File: src/rtl/akf_pkg.sv
// shared types, constants and operation table of the altitude kalman filter
`default_nettype none
package akf_pkg;

  localparam int unsigned DataWidthDef = 32;
  localparam int unsigned CfgIdxW      = 3;
  localparam int unsigned CntW         = 7;
  localparam int unsigned PcW          = 5;
  localparam int unsigned MulDigitW    = 16;
  localparam int unsigned MulDigits    = 4;
  localparam int unsigned DigitIdxW    = $clog2(MulDigits);
  localparam int unsigned DivSteps     = 128;
  localparam int unsigned RootSteps    = 32;

  localparam logic [PcW-1:0] PcPredFirst = 5'd0;
  localparam logic [PcW-1:0] PcRootAfter = 5'd2;
  localparam logic [PcW-1:0] PcPredLast  = 5'd14;
  localparam logic [PcW-1:0] PcMeasFirst = 5'd15;
  localparam logic [PcW-1:0] PcMeasLast  = 5'd20;

  localparam logic [30:0] GravityRst     = 31'd642253;
  localparam logic [30:0] AccelVarRst    = 31'd132540;
  localparam logic [30:0] SonarVarRst    = 31'd1678;
  localparam logic [30:0] SonarOffsetRst = 31'd2556;
  localparam logic [63:0] CovDiagRst     = 64'd41943;
  localparam logic [63:0] TermLim        = 64'd1 << 60;

  typedef enum logic [CfgIdxW-1:0] {
    REG_GRAVITY      = 3'd0,
    REG_ACCEL_VAR    = 3'd1,
    REG_SONAR_VAR    = 3'd2,
    REG_SONAR_OFFSET = 3'd3
  } cfg_reg_e;

  typedef enum logic [1:0] {
    MODE_RAW = 2'd0,
    MODE_SH  = 2'd1,
    MODE_DIV = 2'd2
  } mode_e;

  typedef enum logic [3:0] {
    A_MX, A_MY, A_MZ, A_DT, A_DT2, A_V, A_ACC, A_PSUM, A_P11, A_Q, A_P00, A_P10
  } a_sel_e;

  typedef enum logic [3:0] {
    B_MX, B_MY, B_MZ, B_DT, B_DT2, B_DT3, B_DT4, B_Y, B_P00, B_P01
  } b_sel_e;

  typedef enum logic [3:0] {
    D_SSUM, D_DT2, D_DT3, D_DT4, D_H, D_V, D_P00, D_P01, D_P01_P10, D_P10, D_P11
  } dest_e;

  typedef struct packed {
    a_sel_e     a_sel;
    b_sel_e     b_sel;
    mode_e      mode;
    logic [6:0] sh;
    dest_e      dest;
    logic       sub;
  } op_t;

  typedef struct packed {
    logic                 load;
    logic                 skip;
    logic                 init;
    logic                 mul_step;
    logic                 mul_first;
    logic [DigitIdxW-1:0] digit;
    logic                 round;
    logic                 div_prep;
    logic                 div_step;
    logic                 fin;
    logic                 root_init;
    logic                 root_step;
    logic                 acc_set;
    logic                 commit;
    logic                 out_load;
    op_t                  op;
  } ctrl_cmd_t;

  typedef struct packed {
    logic is_meas;
    logic s_nonpos;
  } dp_status_t;

  typedef struct packed {
    logic               cmd;
    logic [15:0]        dt;
    logic signed [31:0] accel_x;
    logic signed [31:0] accel_y;
    logic signed [31:0] accel_z;
    logic [30:0]        range_m;
  } in_item_t;

  typedef struct packed {
    logic signed [31:0] height;
    logic signed [31:0] velocity;
    logic signed [31:0] cov_hh;
    logic signed [31:0] cov_hv;
    logic signed [31:0] cov_vh;
    logic signed [31:0] cov_vv;
    logic               saturated;
  } out_item_t;

  function automatic op_t op_rom(input logic [PcW-1:0] pc);
    op_t op;
    unique case (pc)
      5'd0:    op = '{A_MX,   B_MX,  MODE_RAW, 7'd0,  D_SSUM,    1'b0};
      5'd1:    op = '{A_MY,   B_MY,  MODE_RAW, 7'd0,  D_SSUM,    1'b0};
      5'd2:    op = '{A_MZ,   B_MZ,  MODE_RAW, 7'd0,  D_SSUM,    1'b0};
      5'd3:    op = '{A_DT,   B_DT,  MODE_RAW, 7'd0,  D_DT2,     1'b0};
      5'd4:    op = '{A_DT2,  B_DT,  MODE_RAW, 7'd0,  D_DT3,     1'b0};
      5'd5:    op = '{A_DT2,  B_DT2, MODE_RAW, 7'd0,  D_DT4,     1'b0};
      5'd6:    op = '{A_V,    B_DT,  MODE_SH,  7'd16, D_H,       1'b0};
      5'd7:    op = '{A_ACC,  B_DT2, MODE_SH,  7'd33, D_H,       1'b0};
      5'd8:    op = '{A_ACC,  B_DT,  MODE_SH,  7'd16, D_V,       1'b0};
      5'd9:    op = '{A_PSUM, B_DT,  MODE_SH,  7'd16, D_P00,     1'b0};
      5'd10:   op = '{A_P11,  B_DT2, MODE_SH,  7'd32, D_P00,     1'b0};
      5'd11:   op = '{A_Q,    B_DT4, MODE_SH,  7'd66, D_P00,     1'b0};
      5'd12:   op = '{A_P11,  B_DT,  MODE_SH,  7'd16, D_P01_P10, 1'b0};
      5'd13:   op = '{A_Q,    B_DT3, MODE_SH,  7'd49, D_P01_P10, 1'b0};
      5'd14:   op = '{A_Q,    B_DT2, MODE_SH,  7'd32, D_P11,     1'b0};
      5'd15:   op = '{A_P00,  B_Y,   MODE_DIV, 7'd0,  D_H,       1'b0};
      5'd16:   op = '{A_P10,  B_Y,   MODE_DIV, 7'd0,  D_V,       1'b0};
      5'd17:   op = '{A_P00,  B_P00, MODE_DIV, 7'd0,  D_P00,     1'b1};
      5'd18:   op = '{A_P00,  B_P01, MODE_DIV, 7'd0,  D_P01,     1'b1};
      5'd19:   op = '{A_P10,  B_P00, MODE_DIV, 7'd0,  D_P10,     1'b1};
      5'd20:   op = '{A_P10,  B_P01, MODE_DIV, 7'd0,  D_P11,     1'b1};
      default: op = '{A_MX,   B_MX,  MODE_RAW, 7'd0,  D_SSUM,    1'b0};
    endcase
    return op;
  endfunction

  function automatic logic [63:0] mag64(input logic signed [63:0] a);
    logic [63:0] m;
    m = a[63] ? 64'(-a) : 64'(a);
    return m;
  endfunction

  // {clip, value} of a word saturated to 32 bits signed
  function automatic logic [32:0] sat32(input logic signed [63:0] x);
    logic [32:0] r;
    if (x > 64'sd2147483647) begin
      r = {1'b1, 32'h7fff_ffff};
    end else if (x < -64'sd2147483648) begin
      r = {1'b1, 32'h8000_0000};
    end else begin
      r = {1'b0, x[31:0]};
    end
    return r;
  endfunction

endpackage
`default_nettype wire

File: src/rtl/akf_ctrl.sv
// sequencing state machine of the altitude kalman filter
`default_nettype none
module akf_ctrl (
  input  logic                   clk_i,
  input  logic                   rst_ni,
  input  logic                   in_valid_i,
  output logic                   in_stall_o,
  output logic                   out_valid_o,
  input  logic                   out_stall_i,
  input  akf_pkg::dp_status_t    status_i,
  output akf_pkg::ctrl_cmd_t     cmd_o
);
  import akf_pkg::*;

  typedef enum logic [11:0] {
    S_IDLE   = 12'b0000_0000_0001,
    S_START  = 12'b0000_0000_0010,
    S_MUL    = 12'b0000_0000_0100,
    S_ROUND  = 12'b0000_0000_1000,
    S_DPREP  = 12'b0000_0001_0000,
    S_DIV    = 12'b0000_0010_0000,
    S_FIN    = 12'b0000_0100_0000,
    S_ROOTI  = 12'b0000_1000_0000,
    S_ROOT   = 12'b0001_0000_0000,
    S_ACC    = 12'b0010_0000_0000,
    S_COMMIT = 12'b0100_0000_0000,
    S_DONE   = 12'b1000_0000_0000
  } state_e;

  state_e         state_q, state_d;
  logic [CntW-1:0] cnt_q, cnt_d;
  logic [PcW-1:0]  pc_q, pc_d;
  logic            out_valid_q, out_valid_d;
  op_t             op;

  assign op          = op_rom(pc_q);
  assign in_stall_o  = (state_q != S_IDLE);
  assign out_valid_o = out_valid_q;

  always_comb begin
    state_d       = state_q;
    cnt_d         = cnt_q;
    pc_d          = pc_q;
    out_valid_d   = out_valid_q && out_stall_i;
    cmd_o         = '0;
    cmd_o.op      = op;
    cmd_o.digit   = cnt_q[DigitIdxW-1:0];
    cmd_o.mul_first = (cnt_q == CntW'(MulDigits - 1));
    unique case (state_q)
      S_IDLE: begin
        if (in_valid_i) begin
          cmd_o.load = 1'b1;
          state_d    = S_START;
        end
      end
      S_START: begin
        if (status_i.is_meas && status_i.s_nonpos) begin
          cmd_o.skip = 1'b1;
          state_d    = S_DONE;
        end else begin
          cmd_o.init = 1'b1;
          pc_d       = status_i.is_meas ? PcMeasFirst : PcPredFirst;
          cnt_d      = CntW'(MulDigits - 1);
          state_d    = S_MUL;
        end
      end
      S_MUL: begin
        cmd_o.mul_step = 1'b1;
        if (cnt_q == '0) begin
          unique case (op.mode)
            MODE_SH:  state_d = S_ROUND;
            MODE_DIV: state_d = S_DPREP;
            default:  state_d = S_FIN;
          endcase
        end else begin
          cnt_d = cnt_q - 1'b1;
        end
      end
      S_ROUND: begin
        cmd_o.round = 1'b1;
        state_d     = S_FIN;
      end
      S_DPREP: begin
        cmd_o.div_prep = 1'b1;
        cnt_d          = CntW'(DivSteps - 1);
        state_d        = S_DIV;
      end
      S_DIV: begin
        cmd_o.div_step = 1'b1;
        if (cnt_q == '0) begin
          state_d = S_FIN;
        end else begin
          cnt_d = cnt_q - 1'b1;
        end
      end
      S_FIN: begin
        cmd_o.fin = 1'b1;
        priority if (!status_i.is_meas && pc_q == PcRootAfter) begin
          state_d = S_ROOTI;
        end else if (pc_q == PcPredLast || pc_q == PcMeasLast) begin
          state_d = S_COMMIT;
        end else begin
          pc_d    = pc_q + 1'b1;
          cnt_d   = CntW'(MulDigits - 1);
          state_d = S_MUL;
        end
      end
      S_ROOTI: begin
        cmd_o.root_init = 1'b1;
        cnt_d           = CntW'(RootSteps - 1);
        state_d         = S_ROOT;
      end
      S_ROOT: begin
        cmd_o.root_step = 1'b1;
        if (cnt_q == '0) begin
          state_d = S_ACC;
        end else begin
          cnt_d = cnt_q - 1'b1;
        end
      end
      S_ACC: begin
        cmd_o.acc_set = 1'b1;
        pc_d          = pc_q + 1'b1;
        cnt_d         = CntW'(MulDigits - 1);
        state_d       = S_MUL;
      end
      S_COMMIT: begin
        cmd_o.commit = 1'b1;
        state_d      = S_DONE;
      end
      S_DONE: begin
        if (!out_valid_q || !out_stall_i) begin
          cmd_o.out_load = 1'b1;
          out_valid_d    = 1'b1;
          state_d        = S_IDLE;
        end
      end
      default: state_d = S_IDLE;
    endcase
  end

  always_ff @(posedge clk_i or negedge rst_ni) begin
    if (!rst_ni) begin
      state_q     <= S_IDLE;
      cnt_q       <= '0;
      pc_q        <= '0;
      out_valid_q <= 1'b0;
    end else begin
      state_q     <= state_d;
      cnt_q       <= cnt_d;
      pc_q        <= pc_d;
      out_valid_q <= out_valid_d;
    end
  end

endmodule
`default_nettype wire

File: config.mk
export PLATFORM = sky130hd
export DESIGN_NAME = akf_ctrl
export DESIGN_NICKNAME = d
export VERILOG_FILES = /design/src/rtl/akf_pkg.sv /design/src/rtl/akf_ctrl.sv
export SDC_FILE = /design/constraint.sdc
export NUM_CORES = 1
export LEC_CHECK = 0
export BUFFER_PORTS_ARGS = -buffer_cell sky130_fd_sc_hd__buf_2
export CAP_MARGIN = 20
export CORE_ASPECT_RATIO = 0.5
export CORE_MARGIN = 2
export CORE_UTILIZATION = 60
export DETAILED_ROUTE_END_ITERATION = 6
export GPL_TIMING_DRIVEN = 1
export PLACE_DENSITY = 0.86
export SETUP_SLACK_MARGIN = 0.1
export SLEW_MARGIN = 5
export SYNTH_ARGS = -nofsm -noshare
export SYNTH_HDL_FRONTEND = slang
export SYNTH_SLANG_ARGS = --single-unit
File: constraint.sdc
create_clock -name clk_i -period 7 [get_ports clk_i]
set_clock_uncertainty 0.1 [all_clocks]
set_input_delay 0 -clock clk_i [delete_from_list [all_inputs] [get_ports clk_i]]
set_output_delay 0 -clock clk_i [all_outputs]
set_load 0.005 [all_outputs]
# [After elaboration in Yosys (flattened, before gate mapping)]
# Memories as Yosys holds them, arrays and structs flattened.
# Cells that the tools add are included.
[totals] regBits=25 mem_bits_ro=640 in_bits=6 output_inout_bits=40 elab_cells=88 memories=1
[memory_table] name="(no name shown)" words=32 word_bits=20 read_ports=1 rd_ports_with_merged_regs=0 wr=0 line_no="akf_pkg.sv:107" rtl="unique case (pc)"
[classes] addsub=2 eq_ne=28 muxes=38 n_reduce_logical=15
[ops] cell="one-hot mux 12 bit (12 select lines)" n=1
[ops] cell="two-way mux 12 bit" n=7
[ops] cell="one-hot mux 7 bit (6 select lines)" n=1
[ops] cell="two-way mux 7 bit" n=4
[ops] cell="!= test 2 bit (second input constant)" n=9
[ops] cell="two-way mux 1 bit" n=17
[ops] cell="two-way mux 5 bit" n=3
[ops] cell="one-hot mux 5 bit (3 select lines)" n=1
[ops] cell="one-hot mux 7 bit (2 select lines)" n=1
[ops] cell="equality test 12 x 1 -> 1 bit (second input constant)" n=1
[ops] cell="equality test 12 x 10 -> 1 bit (second input constant)" n=1
[ops] cell="equality test 12 x 11 -> 1 bit (second input constant)" n=1
[ops] cell="equality test 12 bit (second input constant)" n=1
[ops] cell="equality test 12 x 2 -> 1 bit (second input constant)" n=1
[ops] cell="equality test 12 x 3 -> 1 bit (second input constant)" n=1
[ops] cell="equality test 12 x 4 -> 1 bit (second input constant)" n=1
[ops] cell="equality test 12 x 5 -> 1 bit (second input constant)" n=1
[ops] cell="equality test 12 x 6 -> 1 bit (second input constant)" n=1
[ops] cell="equality test 12 x 7 -> 1 bit (second input constant)" n=1
[ops] cell="equality test 12 x 8 -> 1 bit (second input constant)" n=1
[ops] cell="equality test 12 x 9 -> 1 bit (second input constant)" n=1
[ops] cell="!= test 12 x 1 -> 1 bit (second input constant)" n=1
[ops] cell="two-way mux 11 bit" n=1
[ops] cell="AND reduction 5 bit" n=2
[ops] cell="18 further kinds" n=23

# [Depth between registers and ports, before layout]
[logic_depth] depth_word=5 mapped_depth=9 mapped_depth_nobuf=9

# [Least setup slack after synthesis]
# Ideal clock, no wire load.
[synth_timing] kind="register -> register" start="register pc_q[0]" end="register pc_q[3]" arrival_ps=2013 required_time_ps=6779 slack_ps=4766 stages_incl_launch_ff=9 n_path_buf=1 cell_sequence="dfrtp_1 -> inv_1 -> ha_1 -> inv_1 -> o32ai_1 -> nor3_1 -> or3_1 -> buf_4 -> a22o_1"
[synth_between] elab_chain_cells=4 word_cells_on_any_way=12 classes_between="add/sub: 1; eq/ne: 5; mux: 3; reduce/logical: 3"
[synth_rtl] element="start: declaration" line_no="akf_ctrl.sv:32" rtl="logic [PcW-1:0] pc_q, pc_d;"
[synth_rtl] element="start signal: assignment" line_no="akf_ctrl.sv:151" rtl="pc_q <= pc_d;"
[synth_rtl] element="adder 5 x 1 -> 5 bit (tied with other cells)" line_no="akf_ctrl.sv:103, akf_ctrl.sv:123"
[synth_rtl] element="two-way mux 5 bit (tied with other cells)" line_no="akf_ctrl.sv:100" rtl="end else if (pc_q == PcPredLast || pc_q == PcMeasLast) begin"
[synth_rtl] element="two-way mux 5 bit or != test 2 bit (tied branches)"
[synth_rtl] element="one-hot mux 5 bit (3 select lines) or AND reduction 4 bit (tied branches)"
# Several ways; a longest one is shown, not always the timed one. The select of a mux whose other input is x is not followed.
# A chain may end at the register's enable or synchronous reset.

# [Worst setup path after layout]
[layout_timing] start="register pc_q[2]" end="register pc_q[2]"
# The elaborated chain is that of the path after synthesis.

==> run_results.csv <==
group,metric,value,unit
setup_path,crit_fanout,25,
synthesis,syn_area,2280,µm²
worst_hold_path,hp-start,"status_i[1]",
die,initial_core_util,64.7,%
placed_design,place_inst,352,
worst_hold_path,min_path_type,"in2reg",
timing,finalHoldViolCount,0,
layout,nNetsFinal,332,
layout,area_growth,11.0,%
setup_path,cpMaxStageDelayCell,"dfrtp_1",
route,drt_iter0_markers,85,
route,drc,0,
clock_tree,cts_tree,"built",
pwr,pwr-share-comb,62.6,%
synthesis,synthCells,278,
route,viasPerCell,6.07,
pwr,cellPowerDensity,366,nW/µm²
die,die_area,4340,µm²
worst_hold_path,min_to,"pc_q[4]$_DFFE_PN0P_",
job,maxCapViolations,0,
die,io_pins,46,
pwr,switchingPower,453,µW
layout,antennaDiodeCount,0,
timing,slew_violations,0,
setup_path,cp_cell_sequence,"inv_1 > o32ai_1 > nor3_1 > or3_1 > o211ai_1 > o21a_1",
route,vias,2185,
pwr,ir_drop,0.245,mV
setup_path,r2r-start,"pc_q[2]$_DFFE_PN0P_",
setup_path,crit_type,"reg2reg",
clock_tree,ctsHoldBuffers,4,
global_route,grt_pass1_wl,8.76,mm
die,rows,15,
synthesis,yosysWarnings,0,
die,die_y,47.6,µm
placed_design,place.gp.congestion,0.923,
die,coreArea,3530,µm²
die,dieWidth,91.2,µm
route,routed_wl,5.55,mm
timing,period_minus_slack,2.73,ns
timing,setup_tns,0,ns
layout,instances_no_fill,360,
pwr,seqPwrFrac,28.2,%
route,wl_per_cell,15.4,µm
timing,slew_headroom,45.8,%
clock_tree,cts_root_buf,"clkbuf_8",
synthesis,yosysSeqAreaShare,27.5,%
clock_tree,h-tree-depth,1,
global_route,grt-ovfl-total,0,
setup_path,rr_worst_depth,6,
timing,period_share,39.0,%
synthesis,synth_cell_types,57,
timing,tightest_slew,0.813,ns
setup_path,crit_path_end_kind,"register",
placed_design,hpwl,4.12,mm
setup_path,slowest_delay,0.88,ns
clock_tree,clkTransAtPathRegs,0.08,ns
pwr,p_total,927,µW
clock_tree,clock-sinks,25,
setup_path,critPathLaunchType,"register",
route,drtAntennaViolNets,0,
synthesis,synth-async-reset-ratio,100,%
global_route,grtUsageTotal,25.6,%
clock_tree,ctsLongestPathBuffers,2,
setup_path,cp.required,7.10,ns
outcome,status,"completed",
clock_tree,post_cts_resized,0,
timing,fin_hold_ws,0.00514,ns
timing,rsz0062_at_grt,"no",
setup_path,r2r-end,"pc_q[2]$_DFFE_PN0P_",
clock_tree,cts_buffers,3,
placed_design,io_buffers,43,
global_route,grt_max_degree,27,
synthesis,ys_seq_elements,25,
pwr,p_sw_share,48.9,%
pwr,p_int,474,µW
global_route,grt_antenna_before_repair,0,
synthesis,synth_edf_count,0,
route,dr.pass1.iters,4,
layout,drive_above_1_share,20.1,%
synthesis,synth_flop_cell,"dfrtp_1",
pwr,power_frac_clock,9.2,%
setup_path,reg2reg_setup_slack,4.27,ns
clock_tree,cts_setup_buffers,0,
worst_hold_path,hold_depth,3,
timing,setup_viol,0,
layout,final_util,71.8,%
timing,fmax,0.366,GHz
synthesis,syn_area_per_cell,8.21,µm²
pwr,leakagePower,0.00131,µW
clock_tree,worstSkewPairLatency,0.27,ns
global_route,grt_pass1_vias,1870,
setup_path,cp.arrival,2.83,ns
==> placed cells by master, fill, tap and decap left out, drive strengths merged, types with 5 or more instances in the layout <==
cell    Yosys  final
nor4        8      8
dfrtp      24     24
nand4       8      8
a21o        5      5
nor2       29     29
buf        13     43
nand2      20     20
nor2b       9      9
a21oi      23     23
nand2b      8      8
ha         16     16
nor3        7      7
o21ai      17     17
a31oi       7      7
nand3       5      5
mux2i       5      5
inv        16     16
==> worst max-delay path: cells and delay by family, from the launching register on <==
kind | cells | cell delay, ns
AND/OR/NAND/NOR | 2 | 0.57
buffers and inverters | 1 | 0.33
AO/OA/AOI/OAI | 3 | 0.80
flip-flops | 1 | 0.88
==> sequential cells by signal (all words and copies together), names as in the netlist <==
name / cells
state_q: 12
out_valid_o: 1
pc_q: 5
cnt_q: 7
==> stage by stage <==
| step | setup WS [ns] | area, µm² |
|---|---|---|
| after global routing | 4.08 | 2530 |
| after detailed placement | 4.30 | 2450 |
| after CTS | 4.28 | 2530 |
| after global placement | 4.42 | 2450 |
| after floorplan | 4.77 | 2290 |
| final | 4.27 | 2530 |
==> worst max-delay path by stage <==
stage	slack, ns	startpoint	end	depth (start not counted)
final	4.27	pc_q[2]$_DFFE_PN0P_	pc_q[2]$_DFFE_PN0P_	6
after global placement	4.42	pc_q[2]$_DFFE_PN0P_	pc_q[3]$_DFFE_PN0P_	5
after CTS	4.28	pc_q[2]$_DFFE_PN0P_	pc_q[2]$_DFFE_PN0P_	6
after floorplan	4.77	pc_q[0]$_DFFE_PN0P_	pc_q[3]$_DFFE_PN0P_	8
after detailed placement	4.30	pc_q[2]$_DFFE_PN0P_	pc_q[2]$_DFFE_PN0P_	6
after global routing	4.08	pc_q[2]$_DFFE_PN0P_	pc_q[2]$_DFFE_PN0P_	6
==> cells in the mapped netlist (3+ instances only) <==
cell type,count,area share [%]
xor2_1,4,1.5
and4b_1,3,1.3
a21oi_1,22,4.8
nor2_1,29,4.8
nor4_4,4,3.7
inv_1,16,2.6
buf_2,3,0.66
a21o_1,5,1.6
o21ai_1,9,2.0
dfrtp_1,24,26
nor4b_1,4,1.5
and2_1,4,1.1
ha_1,16,8.8
nand4_1,8,2.2
o21ai_0,7,1.5
clkbuf_1,7,1.2
nor2b_1,9,2.5
nor3_1,7,1.5
nand2b_1,8,2.2
a31oi_1,7,1.9
and3_1,4,1.1
nand3_1,4,0.88
o32ai_1,3,1.2
nand2_1,19,3.1
nor4_1,4,1.1
buf_4,9,3.0
mux2i_1,5,2.2
==> cell families after synthesis <==
family	after synthesis	share of synthesized area, %
AOI/OAI and AO/OA	74	21.5
muxes	6	3.18
other	1	0.164
buffers and inverters	37	7.78
xor gates and xnor gates	5	1.92
DFF	25	27.5
adders and majority gates	16	8.77
and+or+nand+nor	114	29.2
==> power by group through the flow <==
stage               Clock, µW  Sequential (µW)  Combinational, µW
floorplan                   0              212                445
global placement            0              260                559
detailed placement          0              261                574
CTS                      86.4              259                579
global route             91.9              270                646
finish                   84.9              262                580
==> layout make-up <==
class | instances | area (µm²)
Sequential cell | 25 | 627
Tap cell | 51 | 63.8
Multi-Input combinational cell | 217 | 1480
Timing Repair Buffer | 47 | 255
Clock buffer | 4 | 45.0
Inverter | 16 | 60.1
Fill cell | 304 | 996
==> routing by layer <==
layer	global-route usage, %	wire length, µm
met1	32.6	2460
met2	48.9	2760
met3	4.72	303
met4	3.94	27
met5	0	0
Note: power is estimated with default switching activity, not from simulation.
